**config.mk**
```make
export PLATFORM = sky130hd
export DESIGN_NAME = base64_codec_core
export DESIGN_NICKNAME = d
export VERILOG_FILES = /design/src/rtl/b64_pkg.sv /design/src/rtl/b64_front.sv /design/src/rtl/b64_queue.sv /design/src/rtl/b64_back.sv /design/src/rtl/base64_codec_core.sv
export SDC_FILE = /design/constraint.sdc
export NUM_CORES = 1
export LEC_CHECK = 0
export ABC_AREA = 1
export ABC_CLOCK_PERIOD_IN_PS = 11200
export BUFFER_PORTS_ARGS = -buffer_cell sky130_fd_sc_hd__buf_2
export CORE_ASPECT_RATIO = 0.5
export CORE_MARGIN = 4
export CORE_UTILIZATION = 41
export CTS_BUF_LIST = sky130_fd_sc_hd__clkbuf_16
export DETAILED_ROUTE_END_ITERATION = 10
export GPL_TIMING_DRIVEN = 0
export HOLD_SLACK_MARGIN = 0.06
export SLEW_MARGIN = 0
export SYNTH_ARGS = -nofsm -noshare
export SYNTH_HDL_FRONTEND = slang
export SYNTH_SLANG_ARGS = --single-unit
export TNS_END_PERCENT = 1
```
**constraint.sdc**
```tcl
create_clock -name clk -period 11.2 [get_ports clk]
set_clock_uncertainty 0.1 [all_clocks]
set_input_delay 2.24 -clock clk [delete_from_list [all_inputs] [get_ports clk]]
set_output_delay 2.24 -clock clk [all_outputs]
set_load 0.1 [all_outputs]
```
**src/rtl/b64_pkg.sv**
```systemverilog
// Package for the Base64 codec: command word type, character constants
// and the alphabet mapping functions. No dependencies.
`default_nettype none

package b64_pkg;

  // Character codes.
  localparam logic [7:0] CHAR_UPPER_A = 8'h41;
  localparam logic [7:0] CHAR_UPPER_Z = 8'h5A;
  localparam logic [7:0] CHAR_LOWER_A = 8'h61;
  localparam logic [7:0] CHAR_LOWER_Z = 8'h7A;
  localparam logic [7:0] CHAR_DIGIT_0 = 8'h30;
  localparam logic [7:0] CHAR_DIGIT_9 = 8'h39;
  localparam logic [7:0] CHAR_PLUS    = 8'h2B;
  localparam logic [7:0] CHAR_SLASH   = 8'h2F;
  localparam logic [7:0] CHAR_PAD     = 8'h3D;

  localparam logic MODE_ENCODE = 1'b0;
  localparam logic MODE_DECODE = 1'b1;

  // Command queue between front and back.
  localparam int QDEPTH = 2;
  localparam int QPTR_W = (QDEPTH > 1) ? $clog2(QDEPTH) : 1;
  localparam int QCNT_W = $clog2(QDEPTH + 1);

  typedef enum logic [1:0] {
    KIND_ENC = 2'd0,  // four characters, trailing pads replaced by '='
    KIND_DEC = 2'd1,  // three bytes less one per pad
    KIND_ERR = 2'd2   // one bad word
  } kind_t;

  typedef struct packed {
    kind_t       kind;
    logic        last;
    logic [1:0]  pads;
    logic [23:0] bits;
  } cmd_t;

  // Sextet value to alphabet character.
  function automatic logic [7:0] char_of(input logic [5:0] v);
    logic [7:0] v8;
    v8 = {2'b00, v};
    if (v < 6'd26) begin
      char_of = CHAR_UPPER_A + v8;
    end else if (v < 6'd52) begin
      char_of = CHAR_LOWER_A + v8 - 8'd26;
    end else if (v < 6'd62) begin
      char_of = CHAR_DIGIT_0 + v8 - 8'd52;
    end else if (v == 6'd62) begin
      char_of = CHAR_PLUS;
    end else begin
      char_of = CHAR_SLASH;
    end
  endfunction

  // Character to sextet; bit 6 set when the character is not in the alphabet.
  function automatic logic [6:0] sextet_of(input logic [7:0] c);
    logic [7:0] diff;
    diff = 8'd0;
    if (c >= CHAR_UPPER_A && c <= CHAR_UPPER_Z) begin
      diff = c - CHAR_UPPER_A;
      sextet_of = {1'b0, diff[5:0]};
    end else if (c >= CHAR_LOWER_A && c <= CHAR_LOWER_Z) begin
      diff = c - CHAR_LOWER_A + 8'd26;
      sextet_of = {1'b0, diff[5:0]};
    end else if (c >= CHAR_DIGIT_0 && c <= CHAR_DIGIT_9) begin
      diff = c - CHAR_DIGIT_0 + 8'd52;
      sextet_of = {1'b0, diff[5:0]};
    end else if (c == CHAR_PLUS) begin
      sextet_of = {1'b0, 6'd62};
    end else if (c == CHAR_SLASH) begin
      sextet_of = {1'b0, 6'd63};
    end else begin
      sextet_of = {1'b1, 6'd0};
    end
  endfunction

endpackage

`default_nettype wire

```
**src/rtl/b64_front.sv**
```systemverilog
// Front end of the Base64 codec: takes input words, gathers groups and
// issues one command per finished group. Depends on b64_pkg.
`default_nettype none

module b64_front (
  input  wire              clk,
  input  wire              rst_n,
  input  wire              mode,
  input  wire              clr,
  input  wire              in_valid,
  input  wire  [7:0]       in_data,
  input  wire              in_last,
  input  wire              q_full,
  output logic             in_ready,
  output logic             push,
  output b64_pkg::cmd_t    push_cmd
);

  logic [17:0] held_r, held_nxt;
  logic [1:0]  gc_r, gc_nxt;
  logic [1:0]  pad_r, pad_nxt;

  logic        accept;
  logic        emit;
  logic [6:0]  sx;
  logic        is_pad;
  logic        ok;
  logic [1:0]  pads_n;
  logic [5:0]  val;

  assign in_ready = !q_full;
  assign accept   = in_valid && in_ready;
  assign sx       = b64_pkg::sextet_of(in_data);
  assign is_pad   = (in_data == b64_pkg::CHAR_PAD);

  always_comb begin
    if (is_pad) begin
      ok     = (gc_r >= 2'd2);
      pads_n = pad_r + 2'd1;
      val    = 6'd0;
    end else begin
      ok     = !sx[6] && (pad_r == 2'd0);
      pads_n = pad_r;
      val    = sx[5:0];
    end
  end

  always_comb begin
    emit          = 1'b0;
    push_cmd.kind = b64_pkg::KIND_ERR;
    push_cmd.last = in_last;
    push_cmd.pads = 2'd0;
    push_cmd.bits = 24'd0;
    held_nxt      = held_r;
    gc_nxt        = gc_r;
    pad_nxt       = pad_r;
    if (mode == b64_pkg::MODE_ENCODE) begin
      push_cmd.kind = b64_pkg::KIND_ENC;
      if (gc_r == 2'd2) begin
        emit          = 1'b1;
        push_cmd.bits = {held_r[15:0], in_data};
      end else if (in_last) begin
        emit = 1'b1;
        if (gc_r == 2'd0) begin
          push_cmd.bits = {in_data, 16'd0};
          push_cmd.pads = 2'd2;
        end else begin
          push_cmd.bits = {held_r[7:0], in_data, 8'd0};
          push_cmd.pads = 2'd1;
        end
      end else begin
        held_nxt = {held_r[9:0], in_data};
        gc_nxt   = gc_r + 2'd1;
      end
    end else begin
      if (!ok) begin
        emit = 1'b1;
      end else if (gc_r == 2'd3) begin
        emit          = 1'b1;
        push_cmd.kind = b64_pkg::KIND_DEC;
        push_cmd.pads = pads_n;
        push_cmd.bits = {held_r, val};
      end else if (in_last) begin
        // short final group
        emit          = 1'b1;
        push_cmd.last = 1'b1;
      end else begin
        held_nxt = {held_r[11:0], val};
        gc_nxt   = gc_r + 2'd1;
        pad_nxt  = pads_n;
      end
    end
    if (emit) begin
      held_nxt = 18'd0;
      gc_nxt   = 2'd0;
      pad_nxt  = 2'd0;
    end
  end

  assign push = accept && emit;

  always_ff @(posedge clk) begin
    if (!rst_n || clr) begin
      held_r <= 18'd0;
      gc_r   <= 2'd0;
      pad_r  <= 2'd0;
    end else if (accept) begin
      held_r <= held_nxt;
      gc_r   <= gc_nxt;
      pad_r  <= pad_nxt;
    end
  end

  // A group never carries more than two pads before it completes.
  a_pad_bound: assert property (@(posedge clk) disable iff (!rst_n)
    pad_r != 2'd3)
    else $error("pad count out of range");

endmodule

`default_nettype wire

```
**src/rtl/b64_queue.sv**
```systemverilog
// Short command queue between front and back of the Base64 codec.
// Depends on b64_pkg.
`default_nettype none

module b64_queue (
  input  wire              clk,
  input  wire              rst_n,
  input  wire              push,
  input  b64_pkg::cmd_t    push_cmd,
  input  wire              pop,
  output b64_pkg::cmd_t    head,
  output logic             empty,
  output logic             full
);

  localparam logic [b64_pkg::QPTR_W-1:0] PTR_LAST = b64_pkg::QPTR_W'(b64_pkg::QDEPTH - 1);
  localparam logic [b64_pkg::QCNT_W-1:0] CNT_FULL = b64_pkg::QCNT_W'(b64_pkg::QDEPTH);

  b64_pkg::cmd_t              mem_r [b64_pkg::QDEPTH];
  logic [b64_pkg::QPTR_W-1:0] wr_ptr_r, wr_ptr_nxt;
  logic [b64_pkg::QPTR_W-1:0] rd_ptr_r, rd_ptr_nxt;
  logic [b64_pkg::QCNT_W-1:0] cnt_r, cnt_nxt;

  assign empty = (cnt_r == '0);
  assign full  = (cnt_r == CNT_FULL);
  assign head  = mem_r[rd_ptr_r];

  always_comb begin
    wr_ptr_nxt = wr_ptr_r;
    rd_ptr_nxt = rd_ptr_r;
    cnt_nxt    = cnt_r;
    if (push) begin
      wr_ptr_nxt = (wr_ptr_r == PTR_LAST) ? '0 : wr_ptr_r + 1'b1;
    end
    if (pop) begin
      rd_ptr_nxt = (rd_ptr_r == PTR_LAST) ? '0 : rd_ptr_r + 1'b1;
    end
    if (push && !pop) begin
      cnt_nxt = cnt_r + 1'b1;
    end else if (pop && !push) begin
      cnt_nxt = cnt_r - 1'b1;
    end
  end

  always_ff @(posedge clk) begin
    if (!rst_n) begin
      wr_ptr_r <= '0;
      rd_ptr_r <= '0;
      cnt_r    <= '0;
    end else begin
      wr_ptr_r <= wr_ptr_nxt;
      rd_ptr_r <= rd_ptr_nxt;
      cnt_r    <= cnt_nxt;
    end
  end

  always_ff @(posedge clk) begin
    if (push) begin
      mem_r[wr_ptr_r] <= push_cmd;
    end
  end

  a_no_overflow: assert property (@(posedge clk) disable iff (!rst_n)
    push |-> !full)
    else $error("push into full queue");

  a_no_underflow: assert property (@(posedge clk) disable iff (!rst_n)
    pop |-> !empty)
    else $error("pop from empty queue");

endmodule

`default_nettype wire

```
**src/rtl/b64_back.sv**
```systemverilog
// Back end of the Base64 codec: expands queued commands into words, one
// per cycle unless stalled, via an output register. Depends on b64_pkg.
`default_nettype none

module b64_back (
  input  wire              clk,
  input  wire              rst_n,
  input  b64_pkg::cmd_t    head,
  input  wire              empty,
  output logic             pop,
  output logic             out_valid,
  input  wire              out_ready,
  output logic [7:0]       out_data,
  output logic             out_last,
  output logic             out_bad
);

  logic       valid_r, valid_nxt;
  logic [7:0] data_r, data_nxt;
  logic       last_r, last_nxt;
  logic       bad_r, bad_nxt;
  logic [1:0] idx_r, idx_nxt;

  logic       load;
  logic       fire;
  logic [1:0] final_idx;
  logic       final_beat;
  logic       pad_beat;
  logic [5:0] sext;

  assign load = !valid_r || out_ready;
  assign fire = load && !empty;

  always_comb begin
    case (head.kind)
      b64_pkg::KIND_ENC: final_idx = 2'd3;
      b64_pkg::KIND_DEC: final_idx = 2'd2 - head.pads;
      default:           final_idx = 2'd0;
    endcase
  end

  assign final_beat = (idx_r == final_idx);
  assign pop        = fire && final_beat;
  assign pad_beat   = (idx_r == 2'd3 && head.pads != 2'd0) ||
                      (idx_r == 2'd2 && head.pads == 2'd2);

  always_comb begin
    case (idx_r)
      2'd0:    sext = head.bits[23:18];
      2'd1:    sext = head.bits[17:12];
      2'd2:    sext = head.bits[11:6];
      default: sext = head.bits[5:0];
    endcase
  end

  always_comb begin
    valid_nxt = valid_r;
    data_nxt  = data_r;
    last_nxt  = last_r;
    bad_nxt   = bad_r;
    idx_nxt   = idx_r;
    if (load) begin
      valid_nxt = !empty;
    end
    if (fire) begin
      last_nxt = head.last && final_beat;
      bad_nxt  = 1'b0;
      case (head.kind)
        b64_pkg::KIND_ENC: begin
          data_nxt = pad_beat ? b64_pkg::CHAR_PAD : b64_pkg::char_of(sext);
        end
        b64_pkg::KIND_DEC: begin
          case (idx_r)
            2'd0:    data_nxt = head.bits[23:16];
            2'd1:    data_nxt = head.bits[15:8];
            default: data_nxt = head.bits[7:0];
          endcase
        end
        default: begin
          data_nxt = 8'd0;
          bad_nxt  = 1'b1;
        end
      endcase
      idx_nxt = final_beat ? 2'd0 : idx_r + 2'd1;
    end
  end

  always_ff @(posedge clk) begin
    if (!rst_n) begin
      valid_r <= 1'b0;
      idx_r   <= 2'd0;
    end else begin
      valid_r <= valid_nxt;
      idx_r   <= idx_nxt;
    end
  end

  always_ff @(posedge clk) begin
    data_r <= data_nxt;
    last_r <= last_nxt;
    bad_r  <= bad_nxt;
  end

  assign out_valid = valid_r;
  assign out_data  = data_r;
  assign out_last  = last_r;
  assign out_bad   = bad_r;

  // A command being expanded stays at the queue head until its last word.
  a_head_held: assert property (@(posedge clk) disable iff (!rst_n)
    idx_r != 2'd0 |-> !empty)
    else $error("command left the queue mid-expansion");

  a_bad_zero: assert property (@(posedge clk) disable iff (!rst_n)
    valid_r && bad_r |-> data_r == 8'd0)
    else $error("bad word carries data");

endmodule

`default_nettype wire

```
**src/rtl/base64_codec_core.sv**
```systemverilog
// Top level of the streaming Base64 codec (standard alphabet, '=' pad).
// Depends on b64_pkg, b64_front, b64_queue and b64_back.
//
//   Channel  Direction  Handshake             Word
//   in_      slave      in_tvalid/in_tready   tdata[7:0] byte or char, tlast end
//   out_     master     out_tvalid/out_tready tdata[7:0] char or byte, tlast end,
//                                             tuser[0] bad input
//   cfg_     write      cfg_wr_en             cfg_wr_data[0] mode (1 decodes)
//
// The front takes one input word per cycle while the two-entry command queue
// has room; the back drives one result word per cycle from the queue head
// while the output is ready. Encoding is thus bound by the single output
// port and decoding by the input port.
// Reset (synchronous, rst_n low) empties the queue, the output register and
// the partial group, and selects encoding. A mode write also drops a group.
// Output stalls back up through the queue; the front stalls only when full.
`default_nettype none

module base64_codec_core (
  input  wire        clk,
  input  wire        rst_n,
  input  wire        in_tvalid,
  output logic       in_tready,
  input  wire  [7:0] in_tdata,   // [7:0] data_in
  input  wire        in_tlast,
  output logic       out_tvalid,
  input  wire        out_tready,
  output logic [7:0] out_tdata,  // [7:0] data_out
  output logic       out_tlast,
  output logic [0:0] out_tuser,  // [0] bad_input
  input  wire        cfg_wr_en,
  input  wire        cfg_wr_data
);

  logic          mode_r;
  logic          push;
  logic          pop;
  logic          q_empty;
  logic          q_full;
  b64_pkg::cmd_t push_cmd;
  b64_pkg::cmd_t head;

  // Hold the mode until the next write.
  always_ff @(posedge clk) begin
    if (!rst_n) begin
      mode_r <= b64_pkg::MODE_ENCODE;
    end else if (cfg_wr_en) begin
      mode_r <= cfg_wr_data;
    end
  end

  // Gather groups and classify each finished group into a command.
  b64_front u_front (
    .clk      (clk),
    .rst_n    (rst_n),
    .mode     (mode_r),
    .clr      (cfg_wr_en),
    .in_valid (in_tvalid),
    .in_data  (in_tdata),
    .in_last  (in_tlast),
    .q_full   (q_full),
    .in_ready (in_tready),
    .push     (push),
    .push_cmd (push_cmd)
  );

  // Decouple the two sides so each can stall on its own.
  b64_queue u_queue (
    .clk      (clk),
    .rst_n    (rst_n),
    .push     (push),
    .push_cmd (push_cmd),
    .pop      (pop),
    .head     (head),
    .empty    (q_empty),
    .full     (q_full)
  );

  // Expand commands into result words.
  b64_back u_back (
    .clk       (clk),
    .rst_n     (rst_n),
    .head      (head),
    .empty     (q_empty),
    .pop       (pop),
    .out_valid (out_tvalid),
    .out_ready (out_tready),
    .out_data  (out_tdata),
    .out_last  (out_tlast),
    .out_bad   (out_tuser[0])
  );

endmodule

`default_nettype wire

```
==> results.cfg, run 1 <==
[placed_design]
place.gp.congestion = 0.949
place_inst = 1039
dp_hpwl_mm = 12.3
io_buffers = 25
dp_slack_ns = 5.68

[routing]
firstDrtPassIters = 4
drtIter0Drc = 398
vias = 5496
drt_wl_total_mm = 15.8
wl_per_cell_um = 15.0
viasPerCell = 5.21
antenna_left = 0
drc = 0

[logic_synthesis]
synth_warnings = 0
synthCells = 814
yosysUniqueCellTypes = 43
postSynthAreaPerCell_um2 = 7.72
ys_seq_elements = 99
synth_nets = 859
syn_area_um2 = 6290
synth_seq_area_share_pct = 42.3

[sta]
fin_crit_ns = 5.12
maxSlewHeadroom_pct = 21.8
slew_viol_final = 0
hold_viol = 0
timing.final.crit_share_pct = 45.7
rsz0062_at_grt = false
max_freq_ghz = 0.196
holdWs_ns = 0.365
setup_tns_ns = 0
tightest_slew_ns = 1.17
setup_slack_ns = 6.08
setup_violations = 0

[cells_and_area]
fin_nets = 897
n_antenna_cell = 0
fillCellCount = 1488
drive_gt1_share_pct = 11.8
instances_no_fill = 1055
area_growth_pct = 11.5
layout_common_cells = 243 x nand2_1, 85 x inv_1, 74 x nand3_1
layout_commonest_cell = nand2_1

[clock_tree]
cts_resized = 0
path_clk_slew_ns = 0.07
clock-root-buffer = clkbuf_16
hold_buffers = 0
clock_sinks = 99
htreeDepth = 3
cts_made_buffers = 9
clockBufferDepth = 2
tritoncts = yes
insertion_delay_ns = 0.35
cts_setup_buffers = 0

[run]
drv_cap = 0

[global_routing]
grt_pass1_vias = 5174
antenna_found_initial = 0
track_usage_pct = 18.5
grt_pass1_wl_mm = 25.9
grt_max_degree = 30
grt_remaining_overflow = 0

[critical_path]
crit_arrival_ns = 5.07
reg2regPathDepth = 20
critPathKind = input port to register
path_cells = buf_2, inv_1, ha_1, nand2_1, nand2_1, nand2_1, nand2_4, nand2_2, nor2_2, nand3_2, nand2_2, nand2_2, nand2_2, nand2_4, buf_6, nor3_2, buf_6
cp_common_cell = nand2_2
end_kind = register
r2r_slack_ns = 7.85
critical_path_peak_fanout = 11
reg2reg_from = u_back.idx_r[0]
reg2reg_to = u_back.out_data[4]
crit_required_ns = 11.15
critPathLaunchType = input port
max_stage_delay_ns = 0.67
cp_slowest_cell = nor3_2

[die]
fp-row-count = 31
fp.dieW_um = 183
coreArea_um2 = 14700
io_pins = 27
die-height_um = 95.6
initial_utilization_pct = 42.7
die_area_um2 = 17500

[worst_hold_path]
whs_path_depth = 2
min_path_type = register to register
hp-start = u_front.held_r[16]
hold_path_end = u_front.held_r[16]

[pwr]
power.leakage_nw = 3.02
power_density_nw_per_um2 = 256
worst_ir_drop_vdd_mv = 0.0987

[run_status]
outcome = finished clean
==> registers in the layout, summed over array words and instances, names as in the netlist, named ones only <==
signal,count
u_front.pad_r,2
u_back.out_bad,1
u_back.out_data,8
u_front.gc_r,2
u_back.idx_r,2
u_back.out_last,1
u_front.held_r,18
u_queue.cnt_r,2
mode_r,1
u_queue.mem_r,58
u_back.out_valid,1
u_queue.rd_ptr_r,1
u_queue.wr_ptr_r,1
==> worst max-delay path: cells and delay by family <==
family                   cells  cell delay, ns
AND/OR/NAND/NOR             12            1.66
buffers and inverters        4            0.87
adder cells (fa/ha/maj)      1            0.29
==> how the worst max path moves through the flow <==
stage / start / to / slack (ns) / cells past startpoint
6_report: in_tdata[2] / u_queue.mem_r[0][0] / 6.08 / 17
4_1_cts: in_tdata[2] / u_queue.mem_r[0][6] / 6.04 / 17
3_5_place_dp: in_tdata[3] / u_queue.mem_r[0][6] / 5.68 / 16
2_1_floorplan: in_tdata[2] / u_queue.mem_r[0][0] / 5.07 / 15
3_3_place_gp: in_tdata[3] / u_queue.mem_r[0][6] / 3.40 / 15
5_1_grt: in_tdata[3] / u_queue.mem_r[0][12] / 5.77 / 16
==> final cells by class <==
class                      count  area, um^2  area share (%)
multi-input combinational    595        3110            44.4
sequential                    99        2660            38.0
inverter                      96         360            5.14
tap                          198         248            3.53
clock buffer                   9         225            3.21
buffer                        24         161            2.30
timing repair buffer          27         148            2.11
clock inverter                 7        96.3            1.37
==> logic make-up after synthesis <==
family,after synthesis,synth area share [%]
fa+ha+maj,30,5.97
mux,1,0.159
buf+inv,120,8.30
simple gates,418,28.8
compound gates,132,12.5
xor+xnor,14,1.95
flops,99,42.3
==> synth_stat cells (all sizes together) <==
cell type	n	area, um^2
nand4	4	25.0
clkbuf	9	33.8
xor2	14	123
or2	5	31.3
nor3	4	25.0
ha	30	375
clkinv	3	11.3
o22ai	19	119
o221ai	8	70.1
o211ai	8	60.1
mux2i	1	10.0
inv	93	349
dfxtp	31	621
edfxtp	68	2040
a21oi	44	228
and2	1	6.26
o21ai	44	224
nor2	69	287
buf	15	128
a31oi	1	6.26
o21a	1	7.51
a221o	1	10.0
nand2	256	1010
a211oi	1	7.51
o21bai	4	45.0
o31ai	1	7.51
nand3	79	428
==> power by group <==
part           switching [W]  internal, W
Clock               0.000138     0.000197
Combinational       0.000708     0.000268
Sequential         0.0000207     0.000467
Total               0.000867     0.000932
==> per-layer routing <==
layer,share of wire [%],global-route usage [%],vias up
met4,1.2,4.96,0
met1,51,25.9,2548
li1,-,-,2784
met3,4.6,3.05,17
met5,0,0,-
met2,43,29.8,147
==> through the flow <==
stage / total power (W) / util [%] / area, um^2
2_1_floorplan: 0.00125 / - / 6290
3_3_place_gp: 0.00145 / 45.2 / 6660
3_5_place_dp: 0.00147 / 45.4 / 6690
4_1_cts: 0.00180 / 47.6 / 7010
5_1_grt: 0.00194 / 47.6 / 7010
6_report: 0.00180 / 47.6 / 7010
Power figures use the tool's default switching activity.
==> run 2, diff against run 1 <==
--- a/config.mk
+++ b/config.mk
@@ -6,7 +6,7 @@
 export NUM_CORES = 1
 export LEC_CHECK = 0
 export ABC_AREA = 1
-export ABC_CLOCK_PERIOD_IN_PS = 11200
+export ABC_CLOCK_PERIOD_IN_PS = 4570
 export BUFFER_PORTS_ARGS = -buffer_cell sky130_fd_sc_hd__buf_2
 export CORE_ASPECT_RATIO = 0.5
 export CORE_MARGIN = 4
==> constraint.sdc (replaced) <==
create_clock -name clk -period 4.57 [get_ports clk]
set_clock_uncertainty 0.1 [all_clocks]
set_input_delay 0.914 -clock clk [delete_from_list [all_inputs] [get_ports clk]]
set_output_delay 0.914 -clock clk [all_outputs]
set_load 0.1 [all_outputs]
==> results.cfg, run 2 (synthesis results as in run 1) <==
[global_routing]
track_usage_pct = 18.8
grt_pass1_wl_mm = 26.2
grt_remaining_overflow = 0
grt_max_degree = 30
antenna_found_initial = 0
grt_pass1_vias = 5214

[placed_design]
dp_slack_ns = 0.351
postPlaceCellArea_um2 = 6690
io_buffers = 25
dp_hpwl_mm = 12.3
place.gp.congestion = 0.959

[sta]
slew_viol_final = 0
maxSlewHeadroom_pct = 19.1
hold_viol = 0
setup_violations = 0
tightest_slew_ns = 1.21
timing.final.crit_share_pct = 84.3
rsz0062_at_grt = false
fin_crit_ns = 3.85
setup_slack_ns = 0.718
max_freq_ghz = 0.260

[critical_path]
crit_required_ns = 4.52
crit_arrival_ns = 3.80
path_cells = buf_2, inv_1, ha_1, nand2_1, nand2_1, nand2_1, nand2_4, nand2_2, nor2_2, nand3_2, nand2_2, nand2_2, nand2_2, nand2_4, buf_6, nor3_4, buf_8
end_kind = register
r2r_slack_ns = 1.16
critical_path_peak_fanout = 18
cp_common_cell = nand2_2
max_stage_delay_ns = 0.72
critPathKind = input port to register
critPathLaunchType = input port
cp_slowest_cell = nor3_4
path_delay_family = simple AND/OR/NAND/NOR gates
path_buf_inv = 4

[routing]
wl_per_cell_um = 15.2
viasPerCell = 5.21
firstDrtPassIters = 5
drt_wl_total_mm = 16.0
drc = 0
vias = 5495
antenna_left = 0
drtIter0Drc = 429

[clock_tree]
path_clk_slew_ns = 0.08
tritoncts = yes
insertion_delay_ns = 0.35
cts_resized = 0
clock-root-buffer = clkbuf_16
cts_setup_buffers = 0
cts_made_buffers = 9
clockBufferDepth = 2
clock_sinks = 99
htreeDepth = 3
hold_buffers = 0

[cells_and_area]
fin_nets = 896
drive_gt1_share_pct = 11.8
n_antenna_cell = 0
top_register = u_queue.mem_r
largest_register_ffs = 58
layout_commonest_cell = nand2_1
area_growth_pct = 10.9
design_area_um2 = 6980
finish.utilization_pct = 47.3
fillCellCount = 1474
layout_common_cells = 243 x nand2_1, 85 x inv_1, 74 x nand3_1

[die]
initial_utilization_pct = 42.7
coreArea_um2 = 14700
fp.dieW_um = 183
die-height_um = 95.6
die_area_um2 = 17500
fp-row-count = 31
io_pins = 27

[worst_hold_path]
min_path_type = register to register

[run]
drv_cap = 0

[pwr]
power_density_nw_per_um2 = 621
power.leakage_nw = 2.99
worst_ir_drop_vdd_mv = 0.435

[run_status]
outcome = finished clean
==> run 2: through the flow <==
step | power, W | hold slack, ns | TNS (ns) | std cells
finish | 0.00433 | 0.371 | 0 | 1054
global route | 0.00466 | 0.390 | 0 | 1054
CTS | 0.00434 | 0.370 | 0 | 1054
detailed placement | 0.00359 | 0.358 | 0 | 1038
global placement | 0.00356 | 0.357 | -14.30 | 1037
floorplan | 0.00306 | 0.345 | 0 | 814
==> run 2: power breakdown <==
| group | total, W | switching, W | internal (W) | leakage, nW |
|---|---|---|---|---|
| logic | 0.00240 | 0.00175 | 0.000655 | 1.96 |
| registers | 0.00119 | 0.0000502 | 0.00114 | 0.895 |
| clock network | 0.000734 | 0.000356 | 0.000378 | 0.137 |
| total | 0.00433 | 0.00215 | 0.00218 | 2.99 |
==> run 2: worst paths after layout <==
path | to | cells past startpoint | from
min reg2reg | u_front.held_r[16] | 2 | u_front.held_r[16]
max reg2reg | u_back.out_data[4] | 20 | u_back.idx_r[0]
max | u_queue.mem_r[0][3] | 17 | in_tdata[2]
min | u_front.held_r[16] | 2 | u_front.held_r[16]
==> run 2: routing by layer <==
layer | up-vias | GRT usage, % | part of all wire (%)
met4 | 0 | 4.77 | 1.4
met1 | 2552 | 26.6 | 50
met2 | 146 | 30.2 | 44
li1 | 2779 | - | -
met3 | 18 | 3.24 | 5.1
met5 | - | 0 | 0
==> run 2: tightest hold or removal path, delay by kind of cell, from the launching register on <==
family           cells  cell delay, ns
flip-flops           1            0.32
AO/OA/AOI/OAI        1            0.05
AND/OR/NAND/NOR      1            0.06
==> run 2: layout make-up <==
| class | count | area (um^2) | share of cell area, % |
|---|---|---|---|
| timing repair buffer | 26 | 140 | 2.01 |
| buffer | 24 | 161 | 2.31 |
| sequential | 99 | 2660 | 38.2 |
| inverter | 96 | 360 | 5.17 |
| tap | 198 | 248 | 3.55 |
| clock inverter | 7 | 60.1 | 0.861 |
| clock buffer | 9 | 225 | 3.23 |
| multi-input combinational | 595 | 3120 | 44.7 |
